<file path="src/design/keq_pkg.sv">
// Shared types and constants for the key event queue.
`default_nettype none

package keq_pkg;

  localparam int unsigned QueueDepth = 32;
  localparam int unsigned PtrW       = $clog2(QueueDepth);
  localparam int unsigned KeyW       = 8;
  localparam int unsigned NumKeys    = 1 << KeyW;

  typedef enum logic {
    OpKeyChange = 1'b0,
    OpGetEvent  = 1'b1
  } op_e;

  typedef logic [PtrW-1:0] ptr_t;

  typedef struct packed {
    logic pressed;
    logic [KeyW-1:0] key;
  } event_t;

  // Commands from the controller to the datapath.
  typedef struct packed {
    logic capture;     // input transfer: latch the item and start memory reads
    logic update_key;  // record the new key state and queue an event
    logic pop;         // answer a request into the output register
  } cmd_t;

  // Status from the datapath to the controller.
  typedef struct packed {
    logic is_request;
    logic key_changed;
    logic out_blocked;
  } status_t;

endpackage

`default_nettype wire

</file>
<file path="src/design/keq_ctrl.sv">
// Controller state machine for the key event queue.
`default_nettype none

module keq_ctrl (
  input  wire logic             clk_i,
  input  wire logic             rst_ni,
  input  wire logic             in_valid_i,
  output logic                  in_stall_o,
  input  wire keq_pkg::status_t status_i,
  output keq_pkg::cmd_t         cmd_o
);

  typedef enum logic [1:0] {
    StIdle = 2'b01,
    StExec = 2'b10
  } state_e;

  state_e state_q, state_d;

  always_comb begin
    state_d        = state_q;
    cmd_o          = '0;
    in_stall_o     = 1'b1;
    unique case (state_q)
      StIdle: begin
        in_stall_o = 1'b0;
        if (in_valid_i) begin
          cmd_o.capture = 1'b1;
          state_d       = StExec;
        end
      end
      StExec: begin
        if (status_i.is_request) begin
          // Hold the request until the output register can take its result.
          if (!status_i.out_blocked) begin
            cmd_o.pop = 1'b1;
            state_d   = StIdle;
          end
        end else begin
          cmd_o.update_key = status_i.key_changed;
          state_d          = StIdle;
        end
      end
      default: begin
        state_d = StIdle;
      end
    endcase
  end

  always_ff @(posedge clk_i or negedge rst_ni) begin
    if (!rst_ni) begin
      state_q <= StIdle;
    end else begin
      state_q <= state_d;
    end
  end

endmodule

`default_nettype wire

</file>
<file path="src/design/keq_dp.sv">
// Datapath of the key event queue: key state store, event ring and output register.
`default_nettype none

module keq_dp (
  input  wire logic                      clk_i,
  input  wire logic                      rst_ni,
  input  wire logic [0:0]                opcode_i,
  input  wire logic [keq_pkg::KeyW-1:0]  key_code_i,
  input  wire logic                      pressed_i,
  input  wire keq_pkg::cmd_t             cmd_i,
  output keq_pkg::status_t               status_o,
  output logic                           out_valid_o,
  input  wire logic                      out_stall_i,
  output logic                           got_event_o,
  output logic                           event_pressed_o,
  output logic [keq_pkg::KeyW-1:0]       event_key_o
);

  // Latched item.
  logic [0:0]               opcode_q;
  logic [keq_pkg::KeyW-1:0] key_q;
  logic                     pressed_q;

  // Key state memory; an entry that was never written reads as up.
  logic                     key_mem [keq_pkg::NumKeys];
  logic                     key_rdata_q;
  logic [keq_pkg::NumKeys-1:0] key_vld_q;

  // Event ring.
  keq_pkg::event_t          ev_mem [keq_pkg::QueueDepth];
  keq_pkg::event_t          ev_rdata_q;
  keq_pkg::ptr_t            wr_ptr_q, wr_ptr_d;
  keq_pkg::ptr_t            rd_ptr_q, rd_ptr_d;

  // Output register.
  logic                     out_valid_q;
  logic                     got_q;
  keq_pkg::event_t          out_ev_q;

  logic                     cur_down;
  logic                     empty;

  function automatic keq_pkg::ptr_t advance(input keq_pkg::ptr_t p);
    if (p == keq_pkg::PtrW'(keq_pkg::QueueDepth - 1)) begin
      return '0;
    end
    return p + keq_pkg::PtrW'(1);
  endfunction

  always_ff @(posedge clk_i) begin
    if (cmd_i.capture) begin
      opcode_q    <= opcode_i;
      key_q       <= key_code_i;
      pressed_q   <= pressed_i;
      key_rdata_q <= key_mem[key_code_i];
      ev_rdata_q  <= ev_mem[rd_ptr_q];
    end
  end

  always_ff @(posedge clk_i) begin
    if (cmd_i.update_key) begin
      key_mem[key_q]   <= pressed_q;
      ev_mem[wr_ptr_q] <= '{pressed: pressed_q, key: key_q};
    end
  end

  assign cur_down = key_vld_q[key_q] & key_rdata_q;
  assign empty    = (rd_ptr_q == wr_ptr_q);

  assign status_o.is_request  = (opcode_q == keq_pkg::OpGetEvent);
  assign status_o.key_changed = (cur_down != pressed_q);
  assign status_o.out_blocked = out_valid_q & out_stall_i;

  always_comb begin
    wr_ptr_d = wr_ptr_q;
    rd_ptr_d = rd_ptr_q;
    if (cmd_i.update_key) begin
      wr_ptr_d = advance(wr_ptr_q);
    end
    if (cmd_i.pop && !empty) begin
      rd_ptr_d = advance(rd_ptr_q);
    end
  end

  always_ff @(posedge clk_i or negedge rst_ni) begin
    if (!rst_ni) begin
      key_vld_q   <= '0;
      wr_ptr_q    <= '0;
      rd_ptr_q    <= '0;
      out_valid_q <= 1'b0;
    end else begin
      if (cmd_i.update_key) begin
        key_vld_q[key_q] <= 1'b1;
      end
      wr_ptr_q <= wr_ptr_d;
      rd_ptr_q <= rd_ptr_d;
      if (cmd_i.pop) begin
        out_valid_q <= 1'b1;
      end else if (!out_stall_i) begin
        out_valid_q <= 1'b0;
      end
    end
  end

  always_ff @(posedge clk_i) begin
    if (cmd_i.pop) begin
      got_q    <= !empty;
      out_ev_q <= empty ? '0 : ev_rdata_q;
    end
  end

  assign out_valid_o     = out_valid_q;
  assign got_event_o     = got_q;
  assign event_pressed_o = out_ev_q.pressed;
  assign event_key_o     = out_ev_q.key;

endmodule

`default_nettype wire

</file>
<file path="src/design/key_event_queue.sv">
// Key event queue top level: controller and datapath.
//
// Each item is first transferred in while the key state and ring memories are
// read, then compared, with the key state updated and the pointers advanced.
// A request whose result cannot enter the output register waits in the
// execute state until the output side takes the previous result. Key change
// reports that do not alter a key's recorded state are dropped silently and
// produce no result; requests always produce one, with got_event low when the
// queue is empty. The ring has no full check: once its depth of events go
// unread, the queue reads as empty. Key state starts as all up after reset,
// with no clearing pass.
`default_nettype none

module key_event_queue (
  input  wire logic                      clk_i,
  input  wire logic                      rst_ni,
  input  wire logic                      in_valid_i,
  output logic                           in_stall_o,
  input  wire logic [0:0]                opcode_i,
  input  wire logic [keq_pkg::KeyW-1:0]  key_code_i,
  input  wire logic                      pressed_i,
  output logic                           out_valid_o,
  input  wire logic                      out_stall_i,
  output logic                           got_event_o,
  output logic                           event_pressed_o,
  output logic [keq_pkg::KeyW-1:0]       event_key_o
);

  keq_pkg::cmd_t    cmd;
  keq_pkg::status_t status;

  keq_ctrl u_ctrl (
    .clk_i      (clk_i),
    .rst_ni     (rst_ni),
    .in_valid_i (in_valid_i),
    .in_stall_o (in_stall_o),
    .status_i   (status),
    .cmd_o      (cmd)
  );

  keq_dp u_dp (
    .clk_i           (clk_i),
    .rst_ni          (rst_ni),
    .opcode_i        (opcode_i),
    .key_code_i      (key_code_i),
    .pressed_i       (pressed_i),
    .cmd_i           (cmd),
    .status_o        (status),
    .out_valid_o     (out_valid_o),
    .out_stall_i     (out_stall_i),
    .got_event_o     (got_event_o),
    .event_pressed_o (event_pressed_o),
    .event_key_o     (event_key_o)
  );

endmodule

`default_nettype wire
</file>
<file path="config.mk">
export PLATFORM = sky130hd
export DESIGN_NAME = key_event_queue
export DESIGN_NICKNAME = d
export VERILOG_FILES = /design/src/design/keq_pkg.sv /design/src/design/keq_ctrl.sv /design/src/design/keq_dp.sv /design/src/design/key_event_queue.sv
export SDC_FILE = /design/constraint.sdc
export NUM_CORES = 1
export LEC_CHECK = 0
export BUFFER_PORTS_ARGS = -buffer_cell sky130_fd_sc_hd__buf_2
export CAP_MARGIN = 10
export CORE_MARGIN = 3
export CORE_UTILIZATION = 57
export CTS_BUF_LIST = sky130_fd_sc_hd__clkbuf_8
export DETAILED_ROUTE_END_ITERATION = 12
export GPL_TIMING_DRIVEN = 0
export MAX_ROUTING_LAYER = met4
export PLACE_DENSITY = 0.82
export SLEW_MARGIN = 10
export SYNTH_ARGS = -nofsm -noshare
export SYNTH_HDL_FRONTEND = slang
export SYNTH_HIERARCHICAL = 1
export SYNTH_SLANG_ARGS = --single-unit
</file>
<file path="constraint.sdc">
create_clock -name clk_i -period 7.2 [get_ports clk_i]
set_clock_uncertainty 0.05 [all_clocks]
set_input_delay 0.72 -clock clk_i [delete_from_list [all_inputs] [get_ports clk_i]]
set_output_delay 0.72 -clock clk_i [all_outputs]
set_load 0.02 [all_outputs]
</file>
==> impl_metrics.prom <==
# TYPE chip_impl_metric gauge
chip_impl_metric{name="layout.nets",unit=""} 2378
chip_impl_metric{name="route.detailed.wl_per_inst",unit="um"} 28.1
chip_impl_info{name="post_synth_main_area_contributors",value="sky130_fd_sc_hd__edfxtp_1 (50%), sky130_fd_sc_hd__dfrtp_1 (20%), sky130_fd_sc_hd__mux4_2 (11%)"} 1
chip_impl_metric{name="io_buffers",unit=""} 25
chip_impl_metric{name="setup_tns",unit="ps"} 0
chip_impl_info{name="final_common_cell",value="sky130_fd_sc_hd__edfxtp_1"} 1
chip_impl_metric{name="grt_use_met3",unit=""} 0.101
chip_impl_metric{name="critPathMaxFanout",unit=""} 16
chip_impl_metric{name="postRouteWirelength",unit="um"} 91400
chip_impl_metric{name="drt_first_pass_iters",unit=""} 6
chip_impl_info{name="crit-reg2reg-capture",value="u_dp/ev_mem[17][5]"} 1
chip_impl_metric{name="r2r_setup_slack",unit="ps"} 90
chip_impl_metric{name="timing.hold.ws",unit="ps"} 66.7
chip_impl_metric{name="starting_utilization_of_the_core_area",unit=""} 0.579
chip_impl_metric{name="initialDrtViolationCount",unit=""} 3591
chip_impl_metric{name="final-hold-violation-count",unit=""} 0
chip_impl_metric{name="clkSinkCount",unit=""} 843
chip_impl_metric{name="dieWidth",unit="um"} 251
chip_impl_info{name="timing.critical_path.from_type",value="flip-flop"} 1
chip_impl_metric{name="grt_pass1_wl",unit="um"} 136000
chip_impl_info{name="worst_hold_path_type",value="input port to flip-flop"} 1
chip_impl_info{name="hold_path_end",value="u_dp/pressed_q"} 1
chip_impl_metric{name="cp_data_arrival_time",unit="ps"} 7460
chip_impl_info{name="yosys_most_used_dff",value="sky130_fd_sc_hd__edfxtp_1"} 1
chip_impl_metric{name="relSlewSlack",unit=""} 0.0641
chip_impl_metric{name="power.sequential.fraction",unit=""} 0.507
chip_impl_info{name="unrepaired_setup_endpoints_after_global_routing",value="false"} 1
chip_impl_metric{name="max_freq",unit="MHz"} 141
chip_impl_metric{name="irDropWorstVdd",unit="uV"} 169
chip_impl_metric{name="power_density",unit="nW/um^2"} 271
chip_impl_metric{name="via_count",unit=""} 21300
chip_impl_metric{name="floorplan.die_area",unit="sq um"} 63100
chip_impl_info{name="busiest_layer",value="met2"} 1
chip_impl_metric{name="global_route.usage.met1",unit=""} 0.408
chip_impl_info{name="cts_root_buf",value="sky130_fd_sc_hd__clkbuf_8"} 1
chip_impl_metric{name="dr_vias_cell",unit=""} 6.55
chip_impl_info{name="critPathCaptureType",value="flip-flop"} 1
chip_impl_metric{name="ys_ff_latch",unit=""} 843
chip_impl_metric{name="finish.utilization",unit=""} 0.653
chip_impl_metric{name="p_clk_frac",unit=""} 0.377
chip_impl_metric{name="synthesis.instances",unit=""} 2168
chip_impl_metric{name="final_total_power",unit="W"} 0.0105
chip_impl_metric{name="worst-r2r-cell-count",unit=""} 16
chip_impl_metric{name="setup_viol",unit=""} 0
chip_impl_metric{name="floorplan.die.height",unit="um"} 251
chip_impl_metric{name="required",unit="ps"} 7550
chip_impl_metric{name="gp_routability_congestion",unit=""} 0.983
chip_impl_metric{name="core_region_area",unit="sq um"} 59200
chip_impl_metric{name="synth_nets",unit=""} 2189
chip_impl_metric{name="areaGrowthSynthToFinish",unit="%"} 12.8
chip_impl_metric{name="htreeDepth",unit=""} 4
chip_impl_metric{name="switchingPower",unit="W"} 0.00270
chip_impl_metric{name="combinationalPowerShare",unit=""} 0.116
chip_impl_metric{name="drt_drc",unit=""} 0
chip_impl_metric{name="holdPathStages",unit=""} 1
chip_impl_metric{name="cts_inserted_buffers",unit=""} 135
chip_impl_metric{name="ant_nets",unit=""} 0
chip_impl_metric{name="clk-insertion-delay-late",unit="ps"} 820
chip_impl_metric{name="synth_edf_count",unit=""} 574
chip_impl_info{name="r2r_start",value="u_dp/key_q[0]"} 1
chip_impl_metric{name="post_route_cells_drive_above_1_share",unit=""} 0.296
chip_impl_metric{name="post_synth_instance_area",unit="sq um"} 34300
chip_impl_info{name="run_status",value="completed"} 1
chip_impl_metric{name="yosys.cell_types.count",unit=""} 50
chip_impl_info{name="origin_of_the_worst_min_delay_path",value="pressed_i"} 1
chip_impl_metric{name="grt_overflow_total",unit=""} 0
chip_impl_metric{name="num_rows",unit=""} 89
chip_impl_info{name="post-synth-top-area-cell",value="sky130_fd_sc_hd__edfxtp_1"} 1
chip_impl_metric{name="synthArstFlopShare",unit=""} 0.319
chip_impl_metric{name="grt_start_max_net_pins",unit=""} 102
chip_impl_metric{name="groute.layer.met2.usage",unit=""} 0.438
chip_impl_metric{name="number_of_global_route_vias_before_repair",unit=""} 21300
chip_impl_metric{name="gr-usage-all-layers",unit=""} 0.304
chip_impl_metric{name="num-fill-cells",unit=""} 3871
chip_impl_metric{name="synth_area_per_cell",unit="sq um"} 15.8
chip_impl_metric{name="top_level_ports",unit=""} 26
chip_impl_metric{name="tightestPinTransition",unit="ps"} 1400
chip_impl_metric{name="internal_power",unit="W"} 0.00776
chip_impl_metric{name="maxCapViolations",unit=""} 0
chip_impl_metric{name="clkTransAtPathRegs",unit="ps"} 60
chip_impl_metric{name="synth.yosys.warnings",unit=""} 6
chip_impl_info{name="crit_type",value="flip-flop to flip-flop"} 1
chip_impl_metric{name="maxSlewViolCount",unit=""} 0
chip_impl_metric{name="leak_pwr",unit="nW"} 15.0
chip_impl_metric{name="power.switching_fraction",unit=""} 0.258
chip_impl_info{name="cts_tree",value="done"} 1
chip_impl_metric{name="detailed_place_hpwl",unit="um"} 59200
chip_impl_metric{name="ctsLongestPathBuffers",unit=""} 3
chip_impl_info{name="layout.cells.most_common_list",value="sky130_fd_sc_hd__edfxtp_1 (574), sky130_fd_sc_hd__nor2_1 (314), sky130_fd_sc_hd__dfrtp_1 (268)"} 1
chip_impl_metric{name="final.min_clock_period",unit="ps"} 7110
chip_impl_metric{name="synth-seq-area-share",unit=""} 0.699
chip_impl_metric{name="synth_top_area_frac",unit=""} 0.503
chip_impl_metric{name="min_period_over_period",unit=""} 0.988
chip_impl_metric{name="antenna_violations_before_repair",unit=""} 3
## routing by layer
metal	part of all wire	wire, um
met3	0.13	12100
met1	0.37	33600
met4	0.043	3920
met2	0.46	41700
met5	0	0
## worst max path at each step
stage                   startpoint            endpoint  slack [ps]  cells after the start
floorplan           u_dp/pressed_q  u_dp/ev_mem[10][0]        1240                      6
global placement    u_dp/pressed_q   u_dp/ev_mem[9][4]       -2180                      6
detailed placement   u_dp/key_q[2]  u_dp/ev_mem[10][4]        -920                     14
CTS                  u_dp/key_q[2]   u_dp/ev_mem[1][2]          90                     14
global route         u_dp/key_q[0]  u_dp/ev_mem[26][1]          70                     16
finish               u_dp/key_q[0]  u_dp/ev_mem[17][5]          90                     16
## state kept, by name, indices dropped and copies added, names as in the netlist
register and count:
u_ctrl/state_q 2, u_dp/event_key_o 8, u_dp/key_q 8, u_dp/wr_ptr_q 5, u_dp/event_pressed_o 1, u_dp/key_vld_q 256, u_dp/key_rdata_q 1, u_dp/got_event_o 1
u_dp/opcode_q 1, u_dp/rd_ptr_q 5, u_dp/out_valid_o 1, u_dp/ev_mem 288, u_dp/key_mem 256, u_dp/pressed_q 1, u_dp/ev_rdata_q 9
## cells in the mapped netlist, types with 4 or more instances
cell / count
sky130_fd_sc_hd__a211oi_1: 5
sky130_fd_sc_hd__nand2_1: 80
sky130_fd_sc_hd__o21ai_0: 38
sky130_fd_sc_hd__mux2_2: 7
sky130_fd_sc_hd__a21oi_1: 17
sky130_fd_sc_hd__nor3_1: 15
sky130_fd_sc_hd__or2_2: 258
sky130_fd_sc_hd__and2_1: 14
sky130_fd_sc_hd__a22oi_1: 17
sky130_fd_sc_hd__mux4_2: 171
sky130_fd_sc_hd__and3_1: 8
sky130_fd_sc_hd__o22ai_1: 13
sky130_fd_sc_hd__buf_6: 4
sky130_fd_sc_hd__nor2_1: 325
sky130_fd_sc_hd__nand2b_1: 10
sky130_fd_sc_hd__clkbuf_1: 82
sky130_fd_sc_hd__mux2i_1: 97
sky130_fd_sc_hd__buf_4: 5
sky130_fd_sc_hd__buf_1: 12
sky130_fd_sc_hd__o221ai_1: 29
sky130_fd_sc_hd__a31oi_1: 4
sky130_fd_sc_hd__ha_1: 7
sky130_fd_sc_hd__nor2b_1: 14
sky130_fd_sc_hd__nand3_1: 33
sky130_fd_sc_hd__dfrtp_1: 268
sky130_fd_sc_hd__buf_2: 18
sky130_fd_sc_hd__o211ai_1: 4
sky130_fd_sc_hd__edfxtp_1: 574
sky130_fd_sc_hd__xor2_1: 4
sky130_fd_sc_hd__inv_1: 4
## cell type report
class	instances	area [sq um]	area share
antenna	5	12.5	0.000324
buffer	121	531	0.0137
clock buffer	148	2040	0.0527
clock inverter	102	558	0.0144
inverter	4	15.0	0.000388
multi-input combinational	1200	9900	0.256
sequential	843	24000	0.620
tap	773	967	0.0250
timing repair buffer	52	676	0.0175
## power groups by stage
| stage | sequential, W | combinational (W) | clock [W] |
|---|---|---|---|
| global route | 0.00530 | 0.00127 | 0.00420 |
| global placement | 0.00546 | 0.00107 | 0 |
| CTS | 0.00530 | 0.00118 | 0.00398 |
| finish | 0.00530 | 0.00122 | 0.00394 |
| floorplan | 0.00541 | 0.000724 | 0 |
| detailed placement | 0.00541 | 0.00116 | 0 |
## cell families (layout without fill, tap and decap cells)
family / Yosys count / count (layout) / synth area share
and+or+nand+nor: 773 / 773 / 0.110
AOI/OAI and AO/OA: 139 / 139 / 0.0274
adders and majority gates: 7 / 7 / 0.00256
DFF: 843 / 843 / 0.699
buffers and inverters: 125 / 427 / 0.0158
muxes: 275 / 275 / 0.143
other: 0 / 5 / 0
xor gates and xnor gates: 6 / 6 / 0.00153
## metrics by stage
step | std cells | setup slack [ps] | area, sq um
4_1_cts | 3239 | 90.7 | 38500
3_3_place_gp | 2966 | -2180 | 35400
5_1_grt | 3246 | 68.9 | 38700
6_report | 3248 | 85.9 | 38700
3_5_place_dp | 2985 | -918 | 35800
2_1_floorplan | 2168 | 1240 | 34300
## worst max-delay path, stage by stage, from the launching register on
cell	delay [ps]
sky130_fd_sc_hd__edfxtp_1	360
sky130_fd_sc_hd__buf_8	200
sky130_fd_sc_hd__buf_2	280
sky130_fd_sc_hd__buf_2	530
sky130_fd_sc_hd__buf_2	540
sky130_fd_sc_hd__clkbuf_1	530
sky130_fd_sc_hd__buf_2	350
sky130_fd_sc_hd__a31oi_1	90
sky130_fd_sc_hd__o2111ai_1	230
sky130_fd_sc_hd__o311ai_0	320
sky130_fd_sc_hd__a211oi_2	470
sky130_fd_sc_hd__xor2_1	170
sky130_fd_sc_hd__nor3b_2	450
sky130_fd_sc_hd__clkbuf_1	490
sky130_fd_sc_hd__clkbuf_1	420
sky130_fd_sc_hd__nand2_1	550
sky130_fd_sc_hd__nor2_2	640
## what timing repair did
item | in CTS | in global routing
endpoints found under the setup margin | 548 | 234
endpoints found under the hold margin | 84 | 0
buffers inserted | 3 | 2
resized for setup | 12 | 15
hold buffers | 1 | 0
Note: power is estimated with default switching activity, not from simulation.
